$ cat config.mk
export PLATFORM = sky130hd
export DESIGN_NAME = ecl_ctrl
export DESIGN_NICKNAME = d
export VERILOG_FILES = /design/src/design/ecl_pkg.sv /design/src/design/ecl_ctrl.sv
export SDC_FILE = /design/constraint.sdc
export NUM_CORES = 1
export LEC_CHECK = 0
export ABC_AREA = 1
export ABC_CLOCK_PERIOD_IN_PS = 1200
export BUFFER_PORTS_ARGS = -buffer_cell sky130_fd_sc_hd__buf_2
export CORE_AREA = 2 2 39 41
export DETAILED_ROUTE_END_ITERATION = 8
export DIE_AREA = 0 0 41 43
export HOLD_SLACK_MARGIN = 0.08
export PLACE_DENSITY_LB_ADDON = 0.3
export SETUP_SLACK_MARGIN = 0.1
export SLEW_MARGIN = 20
export SYNTH_ARGS = -nofsm -noshare
export SYNTH_HDL_FRONTEND = slang
export SYNTH_SLANG_ARGS = --single-unit
$ cat constraint.sdc
create_clock -name clk -period 1.2 [get_ports clk]
set_clock_uncertainty 0.2 [all_clocks]
set_input_delay 0.12 -clock clk [delete_from_list [all_inputs] [get_ports clk]]
set_output_delay 0.12 -clock clk [all_outputs]
set_load 0.02 [all_outputs]
$ cat src/design/ecl_pkg.sv
// ----------------------------------------------------------------------------
// ecl_pkg
// Types, constants and replacement helpers for the eight-way cache lookup.
// ----------------------------------------------------------------------------
package ecl_pkg;

    localparam int WAYS      = 8;
    localparam int WAY_BITS  = 3;
    localparam int ADDR_W    = 64;
    localparam int TAG_LSB   = 14;
    localparam int TAG_W     = 50;
    localparam int STACK_W   = 24;
    localparam int TREE_W    = 7;
    localparam int LFSR_W    = 16;
    localparam logic [LFSR_W-1:0] LFSR_TAPS = 16'hB400;
    localparam logic [LFSR_W-1:0] LFSR_SEED = 16'h0001;

    localparam logic [1:0] POL_STACK  = 2'd0;
    localparam logic [1:0] POL_TREE   = 2'd1;
    localparam logic [1:0] POL_RANDOM = 2'd2;

    localparam logic [1:0] CFG_POLICY     = 2'd0;
    localparam logic [1:0] CFG_WRITE_BACK = 2'd1;
    localparam logic [1:0] CFG_WRITE_ALLOC = 2'd2;

    localparam logic FUNC_WRITE = 1'b1;

    typedef struct packed {
        logic              func;
        logic [ADDR_W-1:0] address;
    } req_t;

    typedef struct packed {
        logic                hit;
        logic [WAY_BITS-1:0] way;
        logic                allocated;
        logic                dirty_victim;
    } rsp_t;

    typedef struct packed {
        logic             valid;
        logic             dirty;
        logic [TAG_W-1:0] tag;
    } line_t;

    typedef struct packed {
        line_t [WAYS-1:0]   lines;
        logic [STACK_W-1:0] stack;
        logic [TREE_W-1:0]  tree;
    } set_row_t;

    localparam int ROW_W = $bits(set_row_t);

    typedef enum logic [1:0] {
        ST_CLEAR,
        ST_IDLE,
        ST_UPDATE
    } state_t;

    typedef struct packed {
        logic clear_wr;
        logic lookup_rd;
        logic commit;
    } ctl_cmd_t;

    typedef struct packed {
        logic clear_last;
        logic out_free;
    } ctl_sts_t;

    function automatic logic [STACK_W-1:0] stack_touch(input logic [STACK_W-1:0] s,
                                                       input logic [WAY_BITS-1:0] k);
        logic [STACK_W-1:0] r;
        logic               found;
        r     = s;
        found = 1'b0;
        for (int i = 0; i < WAYS; i++) begin
            if (!found && s[WAY_BITS*i +: WAY_BITS] == k) begin
                found = 1'b1;
                for (int m = 1; m < WAYS; m++) begin
                    if (m <= i)
                        r[WAY_BITS*m +: WAY_BITS] = s[WAY_BITS*(m-1) +: WAY_BITS];
                end
                r[WAY_BITS-1:0] = k;
            end
        end
        return r;
    endfunction

    function automatic logic [STACK_W-1:0] stack_push(input logic [STACK_W-1:0] s,
                                                      input logic [WAY_BITS-1:0] k);
        return {s[STACK_W-WAY_BITS-1:0], k};
    endfunction

    function automatic logic [TREE_W-1:0] tree_touch(input logic [TREE_W-1:0] c,
                                                     input logic [WAY_BITS-1:0] k);
        logic [TREE_W-1:0] r;
        unique case (k)
            3'd0:    r = c | 7'h0B;
            3'd1:    r = (c & 7'h77) | 7'h03;
            3'd2:    r = (c & 7'h7D) | 7'h11;
            3'd3:    r = (c & 7'h6D) | 7'h01;
            3'd4:    r = (c & 7'h7E) | 7'h24;
            3'd5:    r = (c & 7'h5E) | 7'h04;
            3'd6:    r = (c & 7'h7A) | 7'h40;
            default: r = c & 7'h3A;
        endcase
        return r;
    endfunction

    function automatic logic [WAY_BITS-1:0] tree_victim(input logic [TREE_W-1:0] c);
        logic [WAY_BITS-1:0] v;
        if (!c[0]) begin
            if (!c[1])
                v = c[3] ? 3'd1 : 3'd0;
            else
                v = c[4] ? 3'd3 : 3'd2;
        end else begin
            if (!c[2])
                v = c[5] ? 3'd5 : 3'd4;
            else
                v = c[6] ? 3'd7 : 3'd6;
        end
        return v;
    endfunction

    function automatic logic [LFSR_W-1:0] lfsr_step(input logic [LFSR_W-1:0] s);
        return s[0] ? ((s >> 1) ^ LFSR_TAPS) : (s >> 1);
    endfunction

endpackage

$ cat src/design/ecl_ctrl.sv
// ----------------------------------------------------------------------------
// ecl_ctrl
// Controller: clearing pass, access acceptance and commit sequencing.
// ----------------------------------------------------------------------------
module ecl_ctrl (
    input  logic              clk,
    input  logic              rst_n,
    input  logic              in_valid,
    output logic              in_stall,
    input  ecl_pkg::ctl_sts_t sts,
    output ecl_pkg::ctl_cmd_t cmd
);
    import ecl_pkg::*;

    state_t state_reg;
    state_t state_next;

    always_ff @(posedge clk or negedge rst_n)
    begin
        if (!rst_n)
            state_reg <= ST_CLEAR;
        else
            state_reg <= state_next;
    end

    always_comb
    begin
        state_next = state_reg;
        unique case (state_reg)
            ST_CLEAR:  if (sts.clear_last) state_next = ST_IDLE;
            ST_IDLE:   if (in_valid) state_next = ST_UPDATE;
            ST_UPDATE: if (sts.out_free) state_next = ST_IDLE;
            default:   state_next = ST_CLEAR;
        endcase
    end

    always_comb
    begin
        cmd.clear_wr  = (state_reg == ST_CLEAR);
        cmd.lookup_rd = (state_reg == ST_IDLE) && in_valid;
        cmd.commit    = (state_reg == ST_UPDATE) && sts.out_free;
        in_stall      = (state_reg != ST_IDLE);
    end

`ifndef NO_ASSERTIONS
    a_lookup_then_update: assert property (@(posedge clk) disable iff (!rst_n)
        cmd.lookup_rd |=> state_reg == ST_UPDATE)
        else $error("lookup not followed by update");
    a_commit_needs_room: assert property (@(posedge clk) disable iff (!rst_n)
        cmd.commit |-> (state_reg == ST_UPDATE) && sts.out_free)
        else $error("commit without output room");
    a_clear_blocks_input: assert property (@(posedge clk) disable iff (!rst_n)
        cmd.clear_wr |-> in_stall && !cmd.lookup_rd)
        else $error("input taken during clearing pass");
`endif

endmodule

==> results.toml, run 1 <==
[power_and_ir_drop]
p_leak_nw = 0.151
p_seq_share_pct = 22.5
p_sw_share_pct = 41.8
clkPwrFrac_pct = 21.5
ir_drop_mv = 0.678
powerDensity_nw_per_um2 = 2350
combPwrFrac_pct = 56.0
p_switching_mw = 0.290
total_power_mw = 0.694
p_int_mw = 0.404

[place]
placed_cell_area_sq_um = 191
placed_cells = 41
place_congestion = 0.648
dp_hpwl_um = 238
port_buffers = 8

[synthesis]
syn_nets = 22
synth_cell_type_count = 8
yosys_warnings = 0
synth_cells = 17
synth_area_per_cell_sq_um = 6.70
synth_seq_cells = 2
ys_seq_area_share_pct = 44.0
syn_area_sq_um = 114

[detailed_routing]
routed_wl_um = 337
drtPass1Iterations = 2
detail-route-antenna-nets = 0
drcViolationCount = 0
viasPerCell = 3.14
via_count = 157
drt_iter0_markers = 1
wire_per_inst_um = 6.74

[grt]
grt_pass1_vias = 168
antenna_found_initial = 0
grt_pass1_wl_um = 600
grt_overflow = 0
grt_max_degree = 6
grt_use_total_pct = 5.42

[cells_and_area]
fill_cells = 163
layout_commonest_cell = "dlygate4sd3_1"
largest_reg_flops = 2
utilization_pct = 21.3
syn2layout_area_growth_pct = 159
fin_cells = 50
final_cell_mix = "dlygate4sd3_1 (5), inv_1 (4), buf_2 (4)"
design_area_sq_um = 295
layout-drive-gt1-share_pct = 52.9
final_nets = 41
diodes = 0

[sta]
max_freq_ghz = 0.774
fin_ws_ns = -0.0914
finalSetupViolCount = 4
grt_setup_unrepaired = "true"
final.min_clock_period_ns = 1.29
finalCritPeriodShare_pct = 108
finalHoldViolCount = 0
slew_headroom_pct = 90.6
slew_violations = 0
worstMarginPinSlew_ns = 0.141
fin_setup_tns_ns = -0.274

[floorplanning]
initial_core_util_pct = 8.23
dieArea_sq_um = 1760
core_sq_um = 1380
die_w_um = 41
num_io_pins = 9
rows = 14
chipHeight_um = 43

[worst_setup_path]
critical-path-max-stage-delay_ns = 0.39
cp_max_fo = 4
critPathArrivalTime_ns = 0.97
crit_slowest_cell = "dfrtp_1"
r2r_start = "state_reg[0]$_DFFE_PN0P_"
path_cells = "inv_2 -> nand2_4 -> nor2_4 -> buf_6"
timing_worst_setup_path_type = "flop to output pin"
startpoint_type = "flop"
crit_path_start = "state_reg[1]$_DFFE_PN0P_"
cp-end-kind = "output pin"
cp.required_ns = 0.88

[outcome]
status = "complete, but fails checks"
violations = "negative setup slack"

[clock_tree]
worstSkewPairLatency_ns = 0.22
numCtsBuffers = 3
cts_tree = "done"
cts_sinks = 2
holdBufCountCts = 5
clkTransAtPathRegs_ns = 0.03
htreeDepth = 1
root_buffer = "clkbuf_4"
cts.path.max_buffers = 2

[flow_run]
maxCapViolations = 0

[hold_path]
hp-start = "sts[0]"
hold_class = "primary input to flop"
## layer usage
layer / GRT usage (%) / share of wire, % / up-vias
met4: 6.00 / 0 / 0
met2: 6.56 / 50 / 6
li1: - / - / 84
met5: 0 / 0 / -
met1: 5.47 / 36 / 67
met3: 3.66 / 13 / 0
## what timing repair did
item,4_1_cts,5_1_grt
buffers inserted,1,0
pin swaps,1,0
endpoints found under the hold margin,4,1
setup endpoints to repair,5,6
gates resized for setup,8,1
gates cloned,0,0
## critical path: cells and delay by family (launching register included)
family	cells	cell delay [ns]
buf+inv	2	0.21
flops	1	0.39
simple gates	2	0.15
## cell families after synthesis
| logic type | Yosys count | synth area share (%) |
|---|---|---|
| flops | 2 | 44.0 |
| compound gates | 2 | 11.0 |
| simple gates | 8 | 28.6 |
| buf+inv | 5 | 16.5 |
## per-stage QoR
stage	hold slack, ns	setup WS (ns)
6_report	0.0410	-0.0914
3_5_place_dp	-0.291	0.0648
3_3_place_gp	-0.293	0.0699
5_1_grt	0.0686	-0.169
4_1_cts	0.0369	-0.106
2_1_floorplan	-0.376	0.0146
## power groups by stage
| stage | Sequential, mW | Combinational, mW | Clock [mW] |
|---|---|---|---|
| 2_1_floorplan | 0.139 | 0.205 | 0 |
| 3_3_place_gp | 0.146 | 0.282 | 0 |
| 3_5_place_dp | 0.145 | 0.283 | 0 |
| 4_1_cts | 0.156 | 0.379 | 0.160 |
| 5_1_grt | 0.163 | 0.427 | 0.167 |
| 6_report | 0.156 | 0.389 | 0.149 |
## synth_stat cells
cell type / count / share of area [%]
o21bai_1: 1 / 6.6
nand2_1: 3 / 9.9
dfrtp_1: 2 / 44
nor3_1: 1 / 4.4
nor2_1: 3 / 9.9
nand3_1: 1 / 4.4
inv_1: 5 / 16
o21ai_0: 1 / 4.4
## area by class of cell
cell class	instances	area [sq um]	area share, %
Inverter	5	18.8	6.36
Timing Repair Buffer	14	115	39.0
Sequential cell	2	51.3	17.4
Tap cell	16	20.0	6.78
Clock buffer	3	22.5	7.63
Multi-Input combinational cell	10	67.6	22.9
## path summary, 6_finish.rpt
| path | depth (start not counted) | slack [ns] | end |
|---|---|---|---|
| setup / recovery | 4 | -0.09 | cmd[1] |
| hold / removal | 4 | 0.04 | state_reg[1]$_DFFE_PN0P_ |
| setup reg to reg | 5 | 0.05 | state_reg[0]$_DFFE_PN0P_ |
| hold reg to reg | 1 | 0.35 | state_reg[0]$_DFFE_PN0P_ |
| max in group asynchronous | 3 | 0.15 | state_reg[0]$_DFFE_PN0P_ |
| min in group asynchronous | 3 | 0.55 | state_reg[0]$_DFFE_PN0P_ |
Note: power is estimated with default switching activity, not from simulation.
==> inputs of run 2 (changes only) <==
Settings changed: CELL_PAD_IN_SITES_DETAIL_PLACEMENT set to 1, CELL_PAD_IN_SITES_GLOBAL_PLACEMENT set to 1.
==> run 2 against run 1 <==
The flow still finishes with violations (negative setup slack). First-iteration DRC count unchanged. Global-route usage increased by 0.81 points. Sequential power is essentially flat. Critical path type unchanged. Largest cell class unchanged.
==> results.toml, run 2 (synthesized netlist as in run 1, its figures left out) <==
[grt]
use_met3_pct = 1.57
use_met1_pct = 5.48
grt_max_degree = 5
use_met2_pct = 8.44
grt_use_total_pct = 6.23
antenna_found_initial = 0
grt_pass1_wl_um = 669
top_usage_layer = "met4"
grt_overflow = 0
grt_pass1_vias = 201

[worst_setup_path]
r2r_start = "state_reg[0]$_DFFE_PN0P_"
timing_worst_setup_path_type = "flop to output pin"
crit_path_start = "state_reg[1]$_DFFE_PN0P_"
rrSetupSlack_ns = 0.04
timing.rr.end = "state_reg[0]$_DFFE_PN0P_"
cp_max_fo = 2
crit_end = "cmd[2]"
cp-end-kind = "output pin"
reg2reg_depth = 5
cp.required_ns = 0.88
critPathArrivalTime_ns = 0.96
startpoint_type = "flop"

[power_and_ir_drop]
p_switching_mw = 0.330
powerDensity_nw_per_um2 = 2460
clkPwrFrac_pct = 19.2
combPwrFrac_pct = 61.4
ir_drop_mv = 0.667
p_sw_share_pct = 41.9
p_int_mw = 0.458
p_leak_nw = 0.162
p_seq_share_pct = 19.5

[cells_and_area]
diodes = 0
syn2layout_area_growth_pct = 181
final_nets = 43
largest_reg_flops = 2
final_cell_mix = "dlygate4sd3_1 (5), buf_4 (5), inv_1 (4), buf_2 (4), clkbuf_4 (3)"
fill_cells = 170
layout-drive-gt1-share_pct = 58.3

[outcome]
violations = "negative setup slack"
status = "complete, but fails checks"

[floorplanning]
num_io_pins = 9
die_w_um = 41
chipHeight_um = 43
rows = 14
dieArea_sq_um = 1760
initial_core_util_pct = 8.23
core_sq_um = 1380

[place]
pre_cts_slack_ns = 0.0605
port_buffers = 8
dp_hpwl_um = 277
place_congestion = 0.611

[detailed_routing]
detail-route-antenna-nets = 0
via_count = 186
drt_iter0_markers = 1
routed_wl_um = 442
wire_per_inst_um = 8.50
viasPerCell = 3.58
drcViolationCount = 0
drtPass1Iterations = 2

[sta]
fin_setup_tns_ns = -0.260
whs_ns = 0.0262
slew_violations = 0
slew_headroom_pct = 90.0
grt_setup_unrepaired = "true"
final.min_clock_period_ns = 1.28
worstMarginPinSlew_ns = 0.151
finalCritPeriodShare_pct = 107
max_freq_ghz = 0.782
finalSetupViolCount = 4
finalHoldViolCount = 0
fin_ws_ns = -0.0789

[clock_tree]
clkTransAtPathRegs_ns = 0.03
cts_sinks = 2
htreeDepth = 1
cts_tree = "done"
numCtsBuffers = 3
worstSkewPairLatency_ns = 0.23
holdBufCountCts = 5
cts.path.max_buffers = 2
root_buffer = "clkbuf_4"

[hold_path]
hold_class = "primary input to flop"

[flow_run]
maxCapViolations = 0
==> run 2: final cells by class <==
cell class | count | area, sq um | area share, %
clock buffer | 3 | 22.5 | 7.03
inverter | 5 | 18.8 | 5.86
multi-input combinational | 10 | 77.6 | 24.2
sequential | 2 | 51.3 | 16.0
tap | 16 | 20.0 | 6.25
timing repair buffer | 16 | 130 | 40.6
==> run 2: power by group through the flow <==
stage          clock network, mW  registers [mW]  logic (mW)
2_1_floorplan                  0           0.139       0.205
3_3_place_gp                   0           0.146       0.281
3_5_place_dp                   0           0.146       0.285
4_1_cts                    0.158           0.149       0.428
5_1_grt                    0.168           0.159       0.519
6_report                   0.151           0.153       0.483
==> run 2: how the worst min path moves through the flow <==
stage | startpoint | endpoint | slack, ns | cells after the start
detailed placement | rst_n | state_reg[1]$_DFFE_PN0P_ | -0.29 | 1
floorplan | rst_n | state_reg[0]$_DFFE_PN0P_ | -0.38 | 0
CTS | sts[0] | state_reg[1]$_DFFE_PN0P_ | 0.04 | 4
global route | sts[0] | state_reg[1]$_DFFE_PN0P_ | 0.09 | 4
finish | sts[0] | state_reg[1]$_DFFE_PN0P_ | 0.03 | 4
global placement | rst_n | state_reg[0]$_DFFE_PN0P_ | -0.29 | 1
==> run 2: worst max-delay path: stages, from the launching register on <==
cell,delay [ns]
dfrtp_1,0.37
buf_4,0.15
nor2_4,0.09
buf_6,0.12
==> run 2: timing repair <==
action / 4_1_cts / 5_1_grt
pin swaps: 2 / 1
setup endpoints to repair: 4 / 6
setup buffers: 2 / 1
gates resized for setup: 9 / 2
hold endpoints to repair: 4 / 1
==> run 2: stage by stage <==
step                      cells  power, mW  area (sq um)  utilization (%)
after floorplan              17      0.343           131                -
after global placement       41      0.427           191             13.8
after detailed placement     41      0.431           191             13.8
after CTS                    51      0.735           303             21.9
after global routing         52      0.845           320             23.1
final                        52      0.787           320             23.1
==> run 2: metal layers <==
layer	share of wire [%]	routed length [um]	up-vias
li1	-	-	89
met1	36	161	85
met2	49	215	10
met3	10	46	2
met4	4.3	19	0
met5	0	0	-
